**src/sv/owb_pkg.sv**
```systemverilog
package owb_pkg;

  localparam int COUNT_WIDTH = 10;
  localparam int NUM_REGS    = 8;
  localparam int REG_IDX_W   = $clog2(NUM_REGS);

  typedef logic [COUNT_WIDTH-1:0] cnt_t;
  // one bit wider so the read recovery length (body + 1) fits
  typedef logic [COUNT_WIDTH:0]   len_t;

  localparam cnt_t WRITE_RECOVERY = cnt_t'(4);

  // register indexes on the configuration port
  localparam logic [REG_IDX_W-1:0] REG_RESET_LOW       = REG_IDX_W'(0);
  localparam logic [REG_IDX_W-1:0] REG_PRESENCE_SAMPLE = REG_IDX_W'(1);
  localparam logic [REG_IDX_W-1:0] REG_RESET_TAIL      = REG_IDX_W'(2);
  localparam logic [REG_IDX_W-1:0] REG_SLOT_LEAD       = REG_IDX_W'(3);
  localparam logic [REG_IDX_W-1:0] REG_WRITE_LOW       = REG_IDX_W'(4);
  localparam logic [REG_IDX_W-1:0] REG_SLOT_BODY       = REG_IDX_W'(5);
  localparam logic [REG_IDX_W-1:0] REG_READ_LOW        = REG_IDX_W'(6);
  localparam logic [REG_IDX_W-1:0] REG_READ_SAMPLE     = REG_IDX_W'(7);

  // reset values of the timing registers
  localparam cnt_t RST_RESET_LOW       = cnt_t'(500);
  localparam cnt_t RST_PRESENCE_SAMPLE = cnt_t'(70);
  localparam cnt_t RST_RESET_TAIL      = cnt_t'(300);
  localparam cnt_t RST_SLOT_LEAD       = cnt_t'(2);
  localparam cnt_t RST_WRITE_LOW       = cnt_t'(10);
  localparam cnt_t RST_SLOT_BODY       = cnt_t'(60);
  localparam cnt_t RST_READ_LOW        = cnt_t'(2);
  localparam cnt_t RST_READ_SAMPLE     = cnt_t'(8);

  typedef enum logic [1:0] {
    OP_NONE  = 2'd0,
    OP_RESET = 2'd1,
    OP_WRITE = 2'd2,
    OP_READ  = 2'd3
  } op_t;

  typedef enum logic [10:0] {
    PH_IDLE    = 11'b000_0000_0001,
    PH_R_LOW   = 11'b000_0000_0010,
    PH_R_WAIT  = 11'b000_0000_0100,
    PH_R_TAIL  = 11'b000_0000_1000,
    PH_LEAD    = 11'b000_0001_0000,
    PH_W_LOW   = 11'b000_0010_0000,
    PH_W_BODY  = 11'b000_0100_0000,
    PH_W_REC   = 11'b000_1000_0000,
    PH_RD_LOW  = 11'b001_0000_0000,
    PH_RD_WAIT = 11'b010_0000_0000,
    PH_RD_BODY = 11'b100_0000_0000
  } phase_t;

  // effective phase lengths, zero already mapped to one where needed
  typedef struct packed {
    len_t reset_low;
    len_t presence_sample;
    len_t reset_tail;
    len_t slot_lead;
    len_t write_low;
    len_t write_body;
    len_t read_low;
    len_t read_sample;
    len_t read_body;
  } phase_len_t;

  typedef struct packed {
    logic [1:0] mode;
    logic [7:0] data_byte;
    logic       line_in;
  } in_word_t;

  typedef struct packed {
    logic       drive_low;
    logic       busy_res;
    logic       done_res;
    logic       presence;
    logic [7:0] read_data;
    logic       rejected;
  } out_word_t;

endpackage

```
**src/sv/owb_cfg.sv**
```systemverilog
module owb_cfg (
  input  logic                            clk,
  input  logic                            rst_n,
  input  logic                            cfg_we,
  input  logic [owb_pkg::REG_IDX_W-1:0]   cfg_index,
  input  owb_pkg::cnt_t                   cfg_wdata,
  output owb_pkg::phase_len_t             lens
);

  owb_pkg::cnt_t reset_low_r, presence_sample_r, reset_tail_r, slot_lead_r;
  owb_pkg::cnt_t write_low_r, slot_body_r, read_low_r, read_sample_r;

  always_ff @(posedge clk) begin
    if (!rst_n) begin
      reset_low_r       <= owb_pkg::RST_RESET_LOW;
      presence_sample_r <= owb_pkg::RST_PRESENCE_SAMPLE;
      reset_tail_r      <= owb_pkg::RST_RESET_TAIL;
      slot_lead_r       <= owb_pkg::RST_SLOT_LEAD;
      write_low_r       <= owb_pkg::RST_WRITE_LOW;
      slot_body_r       <= owb_pkg::RST_SLOT_BODY;
      read_low_r        <= owb_pkg::RST_READ_LOW;
      read_sample_r     <= owb_pkg::RST_READ_SAMPLE;
    end else if (cfg_we) begin
      case (cfg_index)
        owb_pkg::REG_RESET_LOW:       reset_low_r       <= cfg_wdata;
        owb_pkg::REG_PRESENCE_SAMPLE: presence_sample_r <= cfg_wdata;
        owb_pkg::REG_RESET_TAIL:      reset_tail_r      <= cfg_wdata;
        owb_pkg::REG_SLOT_LEAD:       slot_lead_r       <= cfg_wdata;
        owb_pkg::REG_WRITE_LOW:       write_low_r       <= cfg_wdata;
        owb_pkg::REG_SLOT_BODY:       slot_body_r       <= cfg_wdata;
        owb_pkg::REG_READ_LOW:        read_low_r        <= cfg_wdata;
        owb_pkg::REG_READ_SAMPLE:     read_sample_r     <= cfg_wdata;
        default: ;
      endcase
    end
  end

  // zero acts as one
  function automatic owb_pkg::len_t min1(input owb_pkg::cnt_t v);
    owb_pkg::len_t r;
    r = {1'b0, v};
    if (v == '0) r = owb_pkg::len_t'(1);
    return r;
  endfunction

  always_comb begin
    lens.reset_low       = min1(reset_low_r);
    lens.presence_sample = min1(presence_sample_r);
    lens.reset_tail      = min1(reset_tail_r);
    lens.slot_lead       = {1'b0, slot_lead_r};
    lens.write_low       = min1(write_low_r);
    lens.write_body      = min1(slot_body_r);
    lens.read_low        = min1(read_low_r);
    lens.read_sample     = min1(read_sample_r);
    lens.read_body       = min1(slot_body_r) + owb_pkg::len_t'(1);
  end

endmodule

```
**src/sv/owb_seq.sv**
```systemverilog
module owb_seq (
  input  logic                clk,
  input  logic                rst_n,
  input  logic                step,
  input  owb_pkg::in_word_t   in_word,
  input  owb_pkg::phase_len_t lens,
  output owb_pkg::out_word_t  res
);

  owb_pkg::phase_t phase_r, phase_nxt;
  owb_pkg::op_t    op_r, op_nxt;
  owb_pkg::cnt_t   cnt_r, cnt_nxt;
  logic [2:0]      bit_r, bit_nxt;
  logic [7:0]      shift_r, shift_nxt;
  logic            pres_r, pres_nxt;

  owb_pkg::phase_t ph, low_ph;
  owb_pkg::len_t   len;
  logic            busy, done, drive, rej;
  logic [7:0]      rdata;

  always_comb begin
    ph        = phase_r;
    op_nxt    = op_r;
    cnt_nxt   = cnt_r;
    bit_nxt   = bit_r;
    shift_nxt = shift_r;
    pres_nxt  = pres_r;
    busy      = 1'b0;
    done      = 1'b0;
    drive     = 1'b0;
    rej       = 1'b0;
    rdata     = '0;
    len       = owb_pkg::len_t'(1);

    // command start, only when idle
    if (phase_r == owb_pkg::PH_IDLE) begin
      if (in_word.mode != owb_pkg::OP_NONE) begin
        op_nxt  = owb_pkg::op_t'(in_word.mode);
        bit_nxt = '0;
        cnt_nxt = '0;
        if (in_word.mode == owb_pkg::OP_RESET) begin
          shift_nxt = '0;
          ph        = owb_pkg::PH_R_LOW;
        end else begin
          shift_nxt = (in_word.mode == owb_pkg::OP_WRITE) ? in_word.data_byte : 8'h00;
          ph        = owb_pkg::PH_LEAD;
        end
      end
    end else if (in_word.mode != owb_pkg::OP_NONE) begin
      rej = 1'b1;
    end

    low_ph = (op_nxt == owb_pkg::OP_READ) ? owb_pkg::PH_RD_LOW : owb_pkg::PH_W_LOW;
    // no lead ticks: slot opens straight on the low phase
    if (ph == owb_pkg::PH_LEAD && lens.slot_lead == '0 && phase_r == owb_pkg::PH_IDLE)
      ph = low_ph;

    phase_nxt = ph;

    if (ph != owb_pkg::PH_IDLE) begin
      busy = 1'b1;
      case (ph)
        owb_pkg::PH_R_LOW, owb_pkg::PH_W_LOW, owb_pkg::PH_RD_LOW: drive = 1'b1;
        owb_pkg::PH_W_BODY: drive = ~shift_nxt[0];
        default: drive = 1'b0;
      endcase

      case (ph)
        owb_pkg::PH_R_LOW:   len = lens.reset_low;
        owb_pkg::PH_R_WAIT:  len = lens.presence_sample;
        owb_pkg::PH_R_TAIL:  len = lens.reset_tail;
        owb_pkg::PH_LEAD:    len = lens.slot_lead;
        owb_pkg::PH_W_LOW:   len = lens.write_low;
        owb_pkg::PH_W_BODY:  len = lens.write_body;
        owb_pkg::PH_W_REC:   len = {1'b0, owb_pkg::WRITE_RECOVERY};
        owb_pkg::PH_RD_LOW:  len = lens.read_low;
        owb_pkg::PH_RD_WAIT: len = lens.read_sample;
        owb_pkg::PH_RD_BODY: len = lens.read_body;
        default:             len = owb_pkg::len_t'(1);
      endcase

      if (({1'b0, cnt_nxt} + owb_pkg::len_t'(1)) >= len) begin
        cnt_nxt = '0;
        case (ph)
          owb_pkg::PH_R_LOW: phase_nxt = owb_pkg::PH_R_WAIT;
          owb_pkg::PH_R_WAIT: begin
            pres_nxt  = ~in_word.line_in;
            phase_nxt = owb_pkg::PH_R_TAIL;
          end
          owb_pkg::PH_R_TAIL: done = 1'b1;
          owb_pkg::PH_LEAD:   phase_nxt = low_ph;
          owb_pkg::PH_W_LOW:  phase_nxt = owb_pkg::PH_W_BODY;
          owb_pkg::PH_W_BODY: phase_nxt = owb_pkg::PH_W_REC;
          owb_pkg::PH_RD_LOW: phase_nxt = owb_pkg::PH_RD_WAIT;
          owb_pkg::PH_RD_WAIT: begin
            shift_nxt = {in_word.line_in, shift_nxt[7:1]};
            phase_nxt = owb_pkg::PH_RD_BODY;
          end
          owb_pkg::PH_W_REC, owb_pkg::PH_RD_BODY: begin
            if (ph == owb_pkg::PH_W_REC) shift_nxt = {1'b0, shift_nxt[7:1]};
            if (bit_nxt == 3'd7) begin
              done = 1'b1;
            end else begin
              bit_nxt   = bit_nxt + 3'd1;
              phase_nxt = (lens.slot_lead == '0) ? low_ph : owb_pkg::PH_LEAD;
            end
          end
          default: done = 1'b1;
        endcase
        if (done) begin
          if (op_nxt == owb_pkg::OP_READ) rdata = shift_nxt;
          phase_nxt = owb_pkg::PH_IDLE;
          bit_nxt   = '0;
        end
      end else begin
        cnt_nxt = cnt_nxt + owb_pkg::cnt_t'(1);
      end
    end

    res.drive_low = drive;
    res.busy_res  = busy;
    res.done_res  = done;
    res.presence  = pres_nxt;
    res.read_data = rdata;
    res.rejected  = rej;
  end

  always_ff @(posedge clk) begin
    if (!rst_n) begin
      phase_r <= owb_pkg::PH_IDLE;
      op_r    <= owb_pkg::OP_NONE;
      cnt_r   <= '0;
      bit_r   <= '0;
      shift_r <= '0;
      pres_r  <= 1'b0;
    end else if (step) begin
      phase_r <= phase_nxt;
      op_r    <= op_nxt;
      cnt_r   <= cnt_nxt;
      bit_r   <= bit_nxt;
      shift_r <= shift_nxt;
      pres_r  <= pres_nxt;
    end
  end

endmodule

```
**src/sv/one_wire_bus_master.sv**
```systemverilog
// one-wire bus master, tick level. every input word is one bus tick (normally 1 us)
// carrying the sampled line level and, when the master is idle, an optional command:
// reset/presence, write byte or read byte (bytes go lsb first). every input word
// yields exactly one output word with the pin drive for that tick, busy/done flags,
// the latest presence result, the read byte on the done tick of a read, and a
// rejected flag for a command sent while busy. one word is taken per clock cycle
// whenever the output register is free or being drained in the same cycle, so the
// block runs at one tick per cycle; a tick's result is registered in the output register
// in the cycle after the word is accepted. the user must write the eight timing registers
// through the cfg port only while no operation is running; the block does not enforce it.
module one_wire_bus_master (
  input  logic                           clk,
  input  logic                           rst_n,
  // tick input
  input  logic                           in_valid,
  output logic                           in_ready,
  input  owb_pkg::in_word_t              in_data,
  // result output
  output logic                           out_valid,
  input  logic                           out_ready,
  output owb_pkg::out_word_t             out_data,
  // timing registers
  input  logic                           cfg_we,
  input  logic [owb_pkg::REG_IDX_W-1:0]  cfg_index,
  input  owb_pkg::cnt_t                  cfg_wdata
);

  owb_pkg::phase_len_t lens;
  owb_pkg::out_word_t  res;
  owb_pkg::out_word_t  out_data_r;
  logic                out_valid_r, out_valid_nxt;
  logic                accept;

  // a new word goes in whenever the output register frees up this cycle
  assign in_ready = ~out_valid_r | out_ready;
  assign accept   = in_valid & in_ready;

  // timing register file and effective phase lengths
  owb_cfg u_cfg (
    .clk       (clk),
    .rst_n     (rst_n),
    .cfg_we    (cfg_we),
    .cfg_index (cfg_index),
    .cfg_wdata (cfg_wdata),
    .lens      (lens)
  );

  // bus sequencer, advances one tick per accepted word
  owb_seq u_seq (
    .clk     (clk),
    .rst_n   (rst_n),
    .step    (accept),
    .in_word (in_data),
    .lens    (lens),
    .res     (res)
  );

  // output register
  always_comb begin
    out_valid_nxt = out_valid_r;
    if (accept)         out_valid_nxt = 1'b1;
    else if (out_ready) out_valid_nxt = 1'b0;
  end

  always_ff @(posedge clk) begin
    if (!rst_n) out_valid_r <= 1'b0;
    else        out_valid_r <= out_valid_nxt;
  end

  // payload, no reset needed
  always_ff @(posedge clk) begin
    if (accept) out_data_r <= res;
  end

  assign out_valid = out_valid_r;
  assign out_data  = out_data_r;

endmodule
```
**config.mk**
```make
export PLATFORM = sky130hd
export DESIGN_NAME = one_wire_bus_master
export DESIGN_NICKNAME = d
export VERILOG_FILES = /design/src/sv/owb_pkg.sv /design/src/sv/owb_cfg.sv /design/src/sv/owb_seq.sv /design/src/sv/one_wire_bus_master.sv
export SDC_FILE = /design/constraint.sdc
export NUM_CORES = 1
export LEC_CHECK = 0
export BUFFER_PORTS_ARGS = -buffer_cell sky130_fd_sc_hd__buf_2
export CAP_MARGIN = 10
export CORE_UTILIZATION = 55
export CTS_CLUSTER_DIAMETER = 150
export DETAILED_ROUTE_END_ITERATION = 8
export PLACE_DENSITY = 0.76
export SLEW_MARGIN = 20
export SYNTH_ARGS = -nofsm -noshare
export SYNTH_HDL_FRONTEND = slang
export SYNTH_SLANG_ARGS = --single-unit
```
**constraint.sdc**
```tcl
create_clock -name clk -period 4.9 [get_ports clk]
set_input_delay 0.245 -clock clk [delete_from_list [all_inputs] [get_ports clk]]
set_output_delay 0.245 -clock clk [all_outputs]
set_load 0.01 [all_outputs]
```
==> results of run 1 <==
## metrics by stage
stage               setup WS, ps  utilization [%]  std cells  instance area (um2)  hold WS, ps
global placement             307             59.5       1089                 7470          450
CTS                          190             64.2       1121                 8070         43.6
global route               0.474             64.3       1121                 8080         96.9
floorplan                    348                -        897                 7060          374
detailed placement           213             59.5       1089                 7470          451
finish                       200             64.3       1121                 8080         55.6
## synthesized netlist by cell type (6+ instances only)
library cell  count
a22oi_1          23
or4_1             7
nor4_1           15
a22o_1           11
ha_1             13
nand2_1         206
xnor2_1           6
nor3_1           14
o21ai_1          10
edfxtp_1         13
nor2_1           64
mux2i_1          11
and2_1           10
a31oi_1          13
a21oi_1          79
a222oi_1          9
nand4_1           6
o211ai_1         12
and3_1           10
nand3_1          58
clkbuf_2          7
a211oi_1          6
buf_2             8
o21ai_0          24
dfxtp_1         116
inv_1            12
clkbuf_1         31
nor2b_1           7
nand2b_1          8
## worst min-delay path by stage
stage,endpoint,slack (ps)
floorplan,out_valid$_SDFFE_PN0P_,370
global placement,u_cfg.reset_tail_r[0]$_SDFFE_PN0P_,450
detailed placement,u_cfg.reset_tail_r[0]$_SDFFE_PN0P_,450
CTS,out_valid$_SDFFE_PN0P_,40
global route,out_valid$_SDFFE_PN0P_,100
finish,out_valid$_SDFFE_PN0P_,60
## report_power, final
group,internal (mW),switching [mW],leakage (nW),total (mW)
combinational,0.419,0.774,1.74,1.19
sequential,1.13,0.0430,1.07,1.17
clock,0.768,0.500,0.291,1.27
## final cells by class
class,count,area share [%]
tap,172,2.66
multi-input combinational,706,50.8
clock inverter,11,1.22
clock buffer,21,6.09
sequential,129,33.6
inverter,14,0.650
timing repair buffer,68,4.99
## state kept, by name, summed over array words and instances (netlist names), 3 cells and up
signal	flops
u_seq.phase_r	11
out_data	13
u_cfg.read_low_r	10
u_cfg.write_low_r	10
u_seq.shift_r	8
u_cfg.reset_tail_r	10
u_cfg.read_sample_r	10
u_seq.cnt_r	10
u_cfg.presence_sample_r	10
u_cfg.slot_lead_r	10
u_cfg.slot_body_r	10
u_seq.bit_r	3
u_cfg.reset_low_r	10
## routing by layer
layer,track usage [%],vias to the layer above
li1,-,3351
met1,42.0,3264
met2,56.5,415
met3,8.07,101
met4,21.8,0
met5,0,-
## cells by family (layout without fill, tap and decap cells)
family                     Yosys count  after routing  synth area share, %
DFF                                129            129                 38.4
buffers and inverters               62            114                 3.62
xor gates and xnor gates            10             10                 1.24
and+or+nand+nor                    444            444                 31.1
adders and majority gates           13             13                 2.30
muxes                               11             11                 1.56
AOI/OAI and AO/OA                  228            228                 21.8
## timing repair
item,CTS,global route
hold buffers,0,0
resized for setup,0,5
setup endpoints to repair,0,25
## critical path, delay by kind of cell (launching register included)
family	cells	cell delay (ps)
and+or+nand+nor	7	2190
AOI/OAI and AO/OA	7	1490
adders and majority gates	1	250
buffers and inverters	1	220
DFF	1	340
==> flow_summary.ini, run 1 <==
[synthesis]
netlist_instances = 897
ys_ff_latch = 129
synthDominantCellAreaShare_pct = 32.9
synth.area.top_cells = dfxtp_1 33%, nand2_1 11%, a21oi_1 5.6%
synth_flop_cell = dfxtp_1
syn-num-nets = 939
synthArstFlopShare_pct = 0
synth_warnings = 0
syn_area_mm2 = 0.00706
syn_area_per_cell_um2 = 7.87
yosysTopAreaCell = dfxtp_1
synth.yosys.seq_area_share_pct = 38.4
synthDistinctLibCells = 84
synth_edf_count = 13

[worst_setup_path]
endpoint = out_data[5]$_SDFFCE_PN0P_
cp_cell_sequence = nor4_1 -> and3_1 -> buf_4 -> a41oi_1 -> and4b_4 -> a22oi_1 -> nand2_1 -> nor3_1 -> ha_1 -> o21ai_0 -> a211o_1 -> a31oi_1 -> o22ai_2 -> nor2_2 -> a31oi_4 -> nor4bb_2
reg2reg_depth = 16
worstPathRequired_ps = 5140
crit_path_start = u_cfg.slot_lead_r[4]$_SDFFE_PN0P_
crit_path_end_kind = flop
crit_arrival_ps = 4940
path_class = flop to flop
worst_setup_path_start_kind = flop
r2r_start = u_cfg.slot_lead_r[4]$_SDFFE_PN0P_
crit_slowest_cell = nor4_1
crit_path_max_fanout = 13
critical_path.max_stage_delay_ps = 420
r2r_slack_ps = 200
reg2reg_to = out_data[5]$_SDFFCE_PN0P_

[drt]
vias = 7131
route.met2.wl_mm = 10.3
ant_nets = 0
vias_per_cell = 6.36
drt_first_iter_violations = 925
drt-met1-wl_mm = 8.99
first_pass_iters = 7
wl_mm = 22.3
highest_layer = met4
wl_per_cell_um = 19.9
met3WireLength_mm = 1.87
post-route-drc-count = 0

[layout]
final.fill_count = 1114
final_cell_mix = 206 x nand2_1, 116 x dfxtp_1, 79 x a21oi_1
insertedDiodeCount = 0
drive_above_1_share_pct = 14.0
areaGrowthSynthToFinish_pct = 14.4
seqCellArea_mm2 = 0.00271
multi_input_area_mm2 = 0.00411
final_nets = 978
final_common_cell = nand2_1

[floorplanning]
die-height_um = 115
core_mm2 = 0.0126
initial_core_util_pct = 56.2
rows = 41
io_pins = 44
die_area_mm2 = 0.0133
die_width_um = 115

[timing]
max-slew-margin-rel_pct = 29.4
worst_slew_pin_slew_ps = 1050
min_period_ps = 4700
timing.setup.tns_ps = 0
hold_viol = 0
skew_ps = 8.75
setup_violations = 0
slew_violations = 0
rsz0062_at_grt = no
min_period_over_period_pct = 95.9
max_freq_mhz = 213

[place]
dp_hpwl_mm = 15.5
io_buffer_count = 43
globalplace.congestion = 1.02

[global_routing]
track_usage_pct = 34.9
grt_pass1_vias = 6478
grt_pass1_wl_mm = 34.9
grt_overflow = 0
antenna_found_initial = 0
grt_max_degree = 82

[run_status]
status = completed

[job]
cap_violations = 0

[clocking]
clkTransAtPathRegs_ps = 60
cts_buffers = 17
clockBufferDepth = 2
clock-sinks = 129
ctsHtreeMaxLevel = 4
clk_latency_ps = 440
root_buffer = clkbuf_16
cts_tree = yes
cts_post_setup_buffers_inserted = 0

[hold_path]
hold_depth = 3
hp-start = in_valid
hp-class = input pin to flop

[power_and_ir_drop]
power_mw = 3.63
worst_ir_drop_vdd_uv = 309
power_density_mw_per_mm2 = 449
static-leakage-power_nw = 3.10
(Power assumes the default switching activity.)
==> run 2, diff against run 1 <==
--- a/config.mk
+++ b/config.mk
@@ -11,6 +11,7 @@
 export CTS_CLUSTER_DIAMETER = 150
 export DETAILED_ROUTE_END_ITERATION = 8
 export PLACE_DENSITY = 0.76
+export REMOVE_ABC_BUFFERS = 1
 export SLEW_MARGIN = 20
 export SYNTH_ARGS = -nofsm -noshare
 export SYNTH_HDL_FRONTEND = slang
==> run 2 against run 1 <==
Total power increased by 3.4%. Global-route usage decreased by 0.32 points. Cell count increased by 0.54%. Clock power increased by 5%. Critical path depth increased by 1. Largest cell class unchanged. Hold slack improved by 11 ps. Largest power group unchanged. Critical endpoint is now out_data[6]$_SDFFCE_PN0P_. Non-clock buffer count increased by 7.
==> flow_summary.ini, run 2 (synthesis gave the netlist of run 1 again) <==
[global_routing]
gr-usage-met2_pct = 55.4
grt_max_degree = 52
grtUsageMet3_pct = 7.12
grt_pass1_wl_mm = 34.8
grt_overflow = 0
grt_pass1_vias = 6440
track_usage_pct = 34.6
grt_use_met1_pct = 44.4
antenna_found_initial = 0
grt-busiest-layer = met2

[power_and_ir_drop]
power_mw = 3.75
power_density_mw_per_mm2 = 459
internal_power_mw = 2.40
p_seq_share_pct = 31.2
p_clk_share_pct = 35.4
p_sw_mw = 1.35
static-leakage-power_nw = 3.15
comb_power_share_pct = 33.4
swShare_pct = 36.0
worst_ir_drop_vdd_uv = 350

[place]
globalplace.congestion = 0.996
dp_cells = 1096
io_buffer_count = 43
place_area_mm2 = 0.00753
dp_hpwl_mm = 15.7
pre_cts_slack_ps = 187

[worst_setup_path]
path_class = flop to flop
crit_slowest_cell = or4_1
worst_setup_path_start_kind = flop
cp_cell_sequence = nor3_2 -> and4_1 -> buf_4 -> a31o_2 -> nor3b_2 -> buf_4 -> a22o_1 -> a221o_1 -> a211oi_1 -> ha_1 -> a22o_1 -> or4_1 -> o22ai_1 -> buf_4 -> nor2_4 -> a31oi_4 -> nor2_1
worstPathRequired_ps = 5070
crit_path_end_kind = flop
critical_path.max_stage_delay_ps = 490
crit_path_max_fanout = 13
cpMostUsedCell = buf_4
crit_arrival_ps = 4830

[clocking]
clock-sinks = 129
clk_latency_ps = 430
root_buffer = clkbuf_16
cts_buffers = 17
clockBufferDepth = 2
clkTransAtPathRegs_ps = 60
ctsHtreeMaxLevel = 4
cts_tree = yes
holdBufCountCts = 0

[drt]
drt_first_iter_violations = 1045
vias = 7165
first_pass_iters = 6
wl_per_cell_um = 19.7
vias_per_cell = 6.36
ant_nets = 0
post-route-drc-count = 0
wl_mm = 22.2

[layout]
final_util_pct = 65.1
insertedDiodeCount = 0
final_nets = 985
drive_above_1_share_pct = 14.7
final_cell_mix = 205 x nand2_1, 116 x dfxtp_1, 79 x a21oi_1
final_cell_count_no_fill = 1127
largest_reg_flops = 13
multi_input_area_mm2 = 0.00413
design_area_mm2 = 0.00819
areaGrowthSynthToFinish_pct = 16.0
seqCellArea_mm2 = 0.00271
final.fill_count = 1052
final_common_cell = nand2_1

[floorplanning]
die_area_mm2 = 0.0133
die_width_um = 115
die-height_um = 115
initial_core_util_pct = 56.2
io_pins = 44
rows = 41
core_mm2 = 0.0126

[timing]
min_period_over_period_pct = 95.2
max-slew-margin-rel_pct = 29.8
rsz0062_at_grt = no
min_period_ps = 4660
hold_viol = 0
worst_slew_pin_slew_ps = 1050
slew_violations = 0
max_freq_mhz = 214
setup_violations = 0
holdWs_ps = 66.8
timing.setup.tns_ps = 0
setup_ws_ps = 237
skew_ps = 8.82

[job]
cap_violations = 0

[hold_path]
hp-class = input pin to flop

[run_status]
status = completed
## run 2: cell types whose count changed in the layout (fill, tap and decap cells not counted), moves of 2 or more
cell / before / now
nor3_1: 13 / 11
buf_4: 25 / 32
inv_6: 1 / 3
clkinv_2: 3 / 0
inv_4: 2 / 0
nor3_2: 4 / 6
## run 2: worst paths after layout
check | slack, ps | cells after the start | from | end
min | 70 | 3 | in_valid | out_valid$_SDFFE_PN0P_
max reg2reg | 240 | 17 | u_seq.phase_r[8]$_SDFFE_PN0P_ | out_data[6]$_SDFFCE_PN0P_
max | 240 | 17 | u_seq.phase_r[8]$_SDFFE_PN0P_ | out_data[6]$_SDFFCE_PN0P_
min reg2reg | 460 | 2 | u_cfg.reset_tail_r[0]$_SDFFE_PN0P_ | u_cfg.reset_tail_r[0]$_SDFFE_PN0P_
## run 2: timing repair
item	CTS	global route
resized for setup	0	6
endpoints found under the hold margin	0	0
setup buffers	0	0
endpoints found under the setup margin	0	34
## run 2: critical path, delay by kind of cell, from the launching register on
| kind | cells | cell delay, ps |
|---|---|---|
| adder cells (fa/ha/maj) | 1 | 290 |
| flip-flops | 1 | 390 |
| AND/OR/NAND/NOR | 6 | 1440 |
| buffers and inverters | 3 | 580 |
| AO/OA/AOI/OAI | 7 | 1690 |
## run 2: power by group through the flow
stage                     clock network (mW)  logic, mW  registers [mW]
after CTS                               1.34       1.19            1.17
final                                   1.33       1.25            1.17
after global routing                    1.38       1.34            1.18
after detailed placement                   0       1.18            1.19
after floorplan                            0      0.748            1.19
after global placement                     0       1.18            1.19
## run 2: area by class of cell
type / instances / area share (%)
repair buffers: 75 / 5.56
clock inverters: 9 / 1.45
clock buffers: 22 / 6.18
well taps: 172 / 2.63
multi-input cells: 706 / 50.4
inverters: 14 / 0.642
flip-flops and latches: 129 / 33.1
## run 2: metal layers
metal / vias to the layer above / share of wire (%)
li1: 3358 / -
met1: 3287 / 41
met2: 452 / 46
met3: 68 / 9.1
met4: 0 / 4.0
met5: - / 0
==> run 3, diff against run 2 <==
--- a/config.mk
+++ b/config.mk
@@ -7,10 +7,9 @@
 export LEC_CHECK = 0
 export BUFFER_PORTS_ARGS = -buffer_cell sky130_fd_sc_hd__buf_2
 export CAP_MARGIN = 10
-export CORE_UTILIZATION = 55
-export CTS_CLUSTER_DIAMETER = 150
+export CORE_UTILIZATION = 50
 export DETAILED_ROUTE_END_ITERATION = 8
-export PLACE_DENSITY = 0.76
+export PLACE_DENSITY = 0.7
 export REMOVE_ABC_BUFFERS = 1
 export SLEW_MARGIN = 20
 export SYNTH_ARGS = -nofsm -noshare
==> run 3 against run 2 <==
The run now ends with DRC left. Setup slack got worse by 94 ps. Sequential cell count unchanged. Final area decreased by 0.21%. Critical endpoint is now out_data[5]$_SDFFCE_PN0P_. Register-to-register slack got worse by 90 ps. Via count decreased by 0.99%. Combinational power about the same. First-iteration DRC count decreased by 14%. Clock skew increased by 1.9 ps. Die area increased by 9.8%. Highest routed layer unchanged. Non-clock buffer count unchanged. Global-route usage decreased by 3.4 points. Critical path depth unchanged.
==> flow_summary.ini, run 3 (synthesis gave the netlist of run 1 again) <==
[power_and_ir_drop]
swShare_pct = 35.7
internal_power_mw = 2.40
static-leakage-power_nw = 3.14
power_density_mw_per_mm2 = 457
p_clk_share_pct = 35.4
p_seq_share_pct = 31.4
worst_ir_drop_vdd_uv = 304
comb_power_share_pct = 33.2
p_sw_mw = 1.33

[drt]
vias_per_cell = 6.24
first_pass_iters = 9
wl_mm = 22.4
ant_nets = 0
drt_first_iter_violations = 903
vias = 7094
post-route-drc-count = 4
wl_per_cell_um = 19.7

[worst_setup_path]
crit_family = simple AND/OR/NAND/NOR gates
cpMostUsedCell = buf_4
crit_path_end_kind = flop
path_class = flop to flop
worstPathRequired_ps = 5150
crit_slowest_cell = nor3b_2
critPathBufInv = 2
crit_arrival_ps = 5010
crit_path_max_fanout = 10
worst_setup_path_start_kind = flop
cp_cell_sequence = nor4_1 -> and3_2 -> o31ai_4 -> nor3b_2 -> buf_4 -> a22oi_1 -> o311ai_0 -> nor3_1 -> ha_1 -> o21ai_0 -> a211o_1 -> a31oi_1 -> o22ai_1 -> buf_4 -> nor2_2 -> a31oi_4 -> nor4bb_2
critical_path.max_stage_delay_ps = 540

[timing]
max-slew-margin-rel_pct = 32.2
min_period_ps = 4760
max_freq_mhz = 210
min_period_over_period_pct = 97.1
setup_violations = 0
hold_viol = 0
skew_ps = 10.7
timing.setup.tns_ps = 0
rsz0062_at_grt = no
slew_violations = 0
worst_slew_pin_slew_ps = 1010
holdWs_ps = 66.3

[global_routing]
antenna_found_initial = 0
grt_overflow = 0
grt_max_degree = 82
grt_pass1_vias = 6264
track_usage_pct = 31.2
grt_pass1_wl_mm = 34.5

[floorplanning]
die_width_um = 121
core_mm2 = 0.0138
initial_core_util_pct = 51.1
die_area_mm2 = 0.0146
die-height_um = 121
rows = 43
io_pins = 44

[layout]
areaGrowthSynthToFinish_pct = 15.7
final_nets = 985
final_cell_mix = 206 x nand2_1, 116 x dfxtp_1, 79 x a21oi_1
insertedDiodeCount = 0
largest_reg_flops = 13
drive_above_1_share_pct = 14.3
final_common_cell = nand2_1

[clocking]
cts_buffers = 17
clockBufferDepth = 2
clk_latency_ps = 430
clock-sinks = 129
clkTransAtPathRegs_ps = 60
cts_tree = yes
root_buffer = clkbuf_16
ctsHtreeMaxLevel = 4

[run_status]
violations = DRC
status = finished, violations left

[job]
cap_violations = 0

[hold_path]
hp-class = input pin to flop

[place]
dp_hpwl_mm = 15.8
globalplace.congestion = 0.960
io_buffer_count = 43
run 3: layout make-up:
type | count | area [um2]
fillers | 1275 | 5660
multi-input cells | 706 | 4110
flip-flops and latches | 129 | 2710
clock buffers | 23 | 500
repair buffers | 75 | 455
well taps | 180 | 225
clock inverters | 9 | 116
inverters | 14 | 52.6
run 3: metal layers:
metal | share of wire, % | GRT usage (%) | up-vias
li1 | - | - | 3366
met1 | 42 | 39.6 | 3334
met2 | 47 | 50.6 | 331
met3 | 6.8 | 6.51 | 63
met4 | 3.6 | 14.3 | 0
met5 | 0 | 0 | -
run 3: worst register-to-register path: stages (launching register included):
cell	delay (ps)
dfxtp_1	330
nor4_1	500
and3_2	430
o31ai_4	140
nor3b_2	540
buf_4	260
a22oi_1	100
o311ai_0	200
nor3_1	100
ha_1	320
o21ai_0	100
a211o_1	300
a31oi_1	220
o22ai_1	110
buf_4	180
nor2_2	260
a31oi_4	210
nor4bb_2	280
run 3: timing repair:
item,CTS,global route
setup buffers,0,3
setup endpoints to repair,0,24
resized for setup,0,4
hold buffers,0,0
run 3: path summary, 6_finish.rpt:
path              slack [ps]                       endpoint                         startpoint  depth (start not counted)
hold reg to reg          460  u_seq.shift_r[0]$_SDFFE_PN0P_      u_seq.shift_r[0]$_SDFFE_PN0P_                          2
setup / recovery         140      out_data[5]$_SDFFCE_PN0P_  u_cfg.slot_lead_r[4]$_SDFFE_PN0P_                         17
setup reg to reg         140      out_data[5]$_SDFFCE_PN0P_  u_cfg.slot_lead_r[4]$_SDFFE_PN0P_                         17
hold / removal            70         out_valid$_SDFFE_PN0P_                           in_valid                          3
run 3: power groups by stage:
stage	clock network (mW)	registers [mW]	logic, mW
5_1_grt	1.38	1.18	1.32
6_report	1.32	1.17	1.24
3_3_place_gp	0	1.19	1.19
4_1_cts	1.32	1.17	1.20
2_1_floorplan	0	1.19	0.748
3_5_place_dp	0	1.19	1.19
run 3: per-stage QoR:
step,power [mW],instances,setup slack [ps],utilization [%],area (um2)
detailed placement,2.38,1101,224,54.4,7520
CTS,3.69,1133,189,58.8,8140
global placement,2.38,1101,274,54.3,7510
floorplan,1.94,849,106,-,6860
finish,3.74,1136,142,59.1,8170
global route,3.88,1136,12.9,59.1,8170
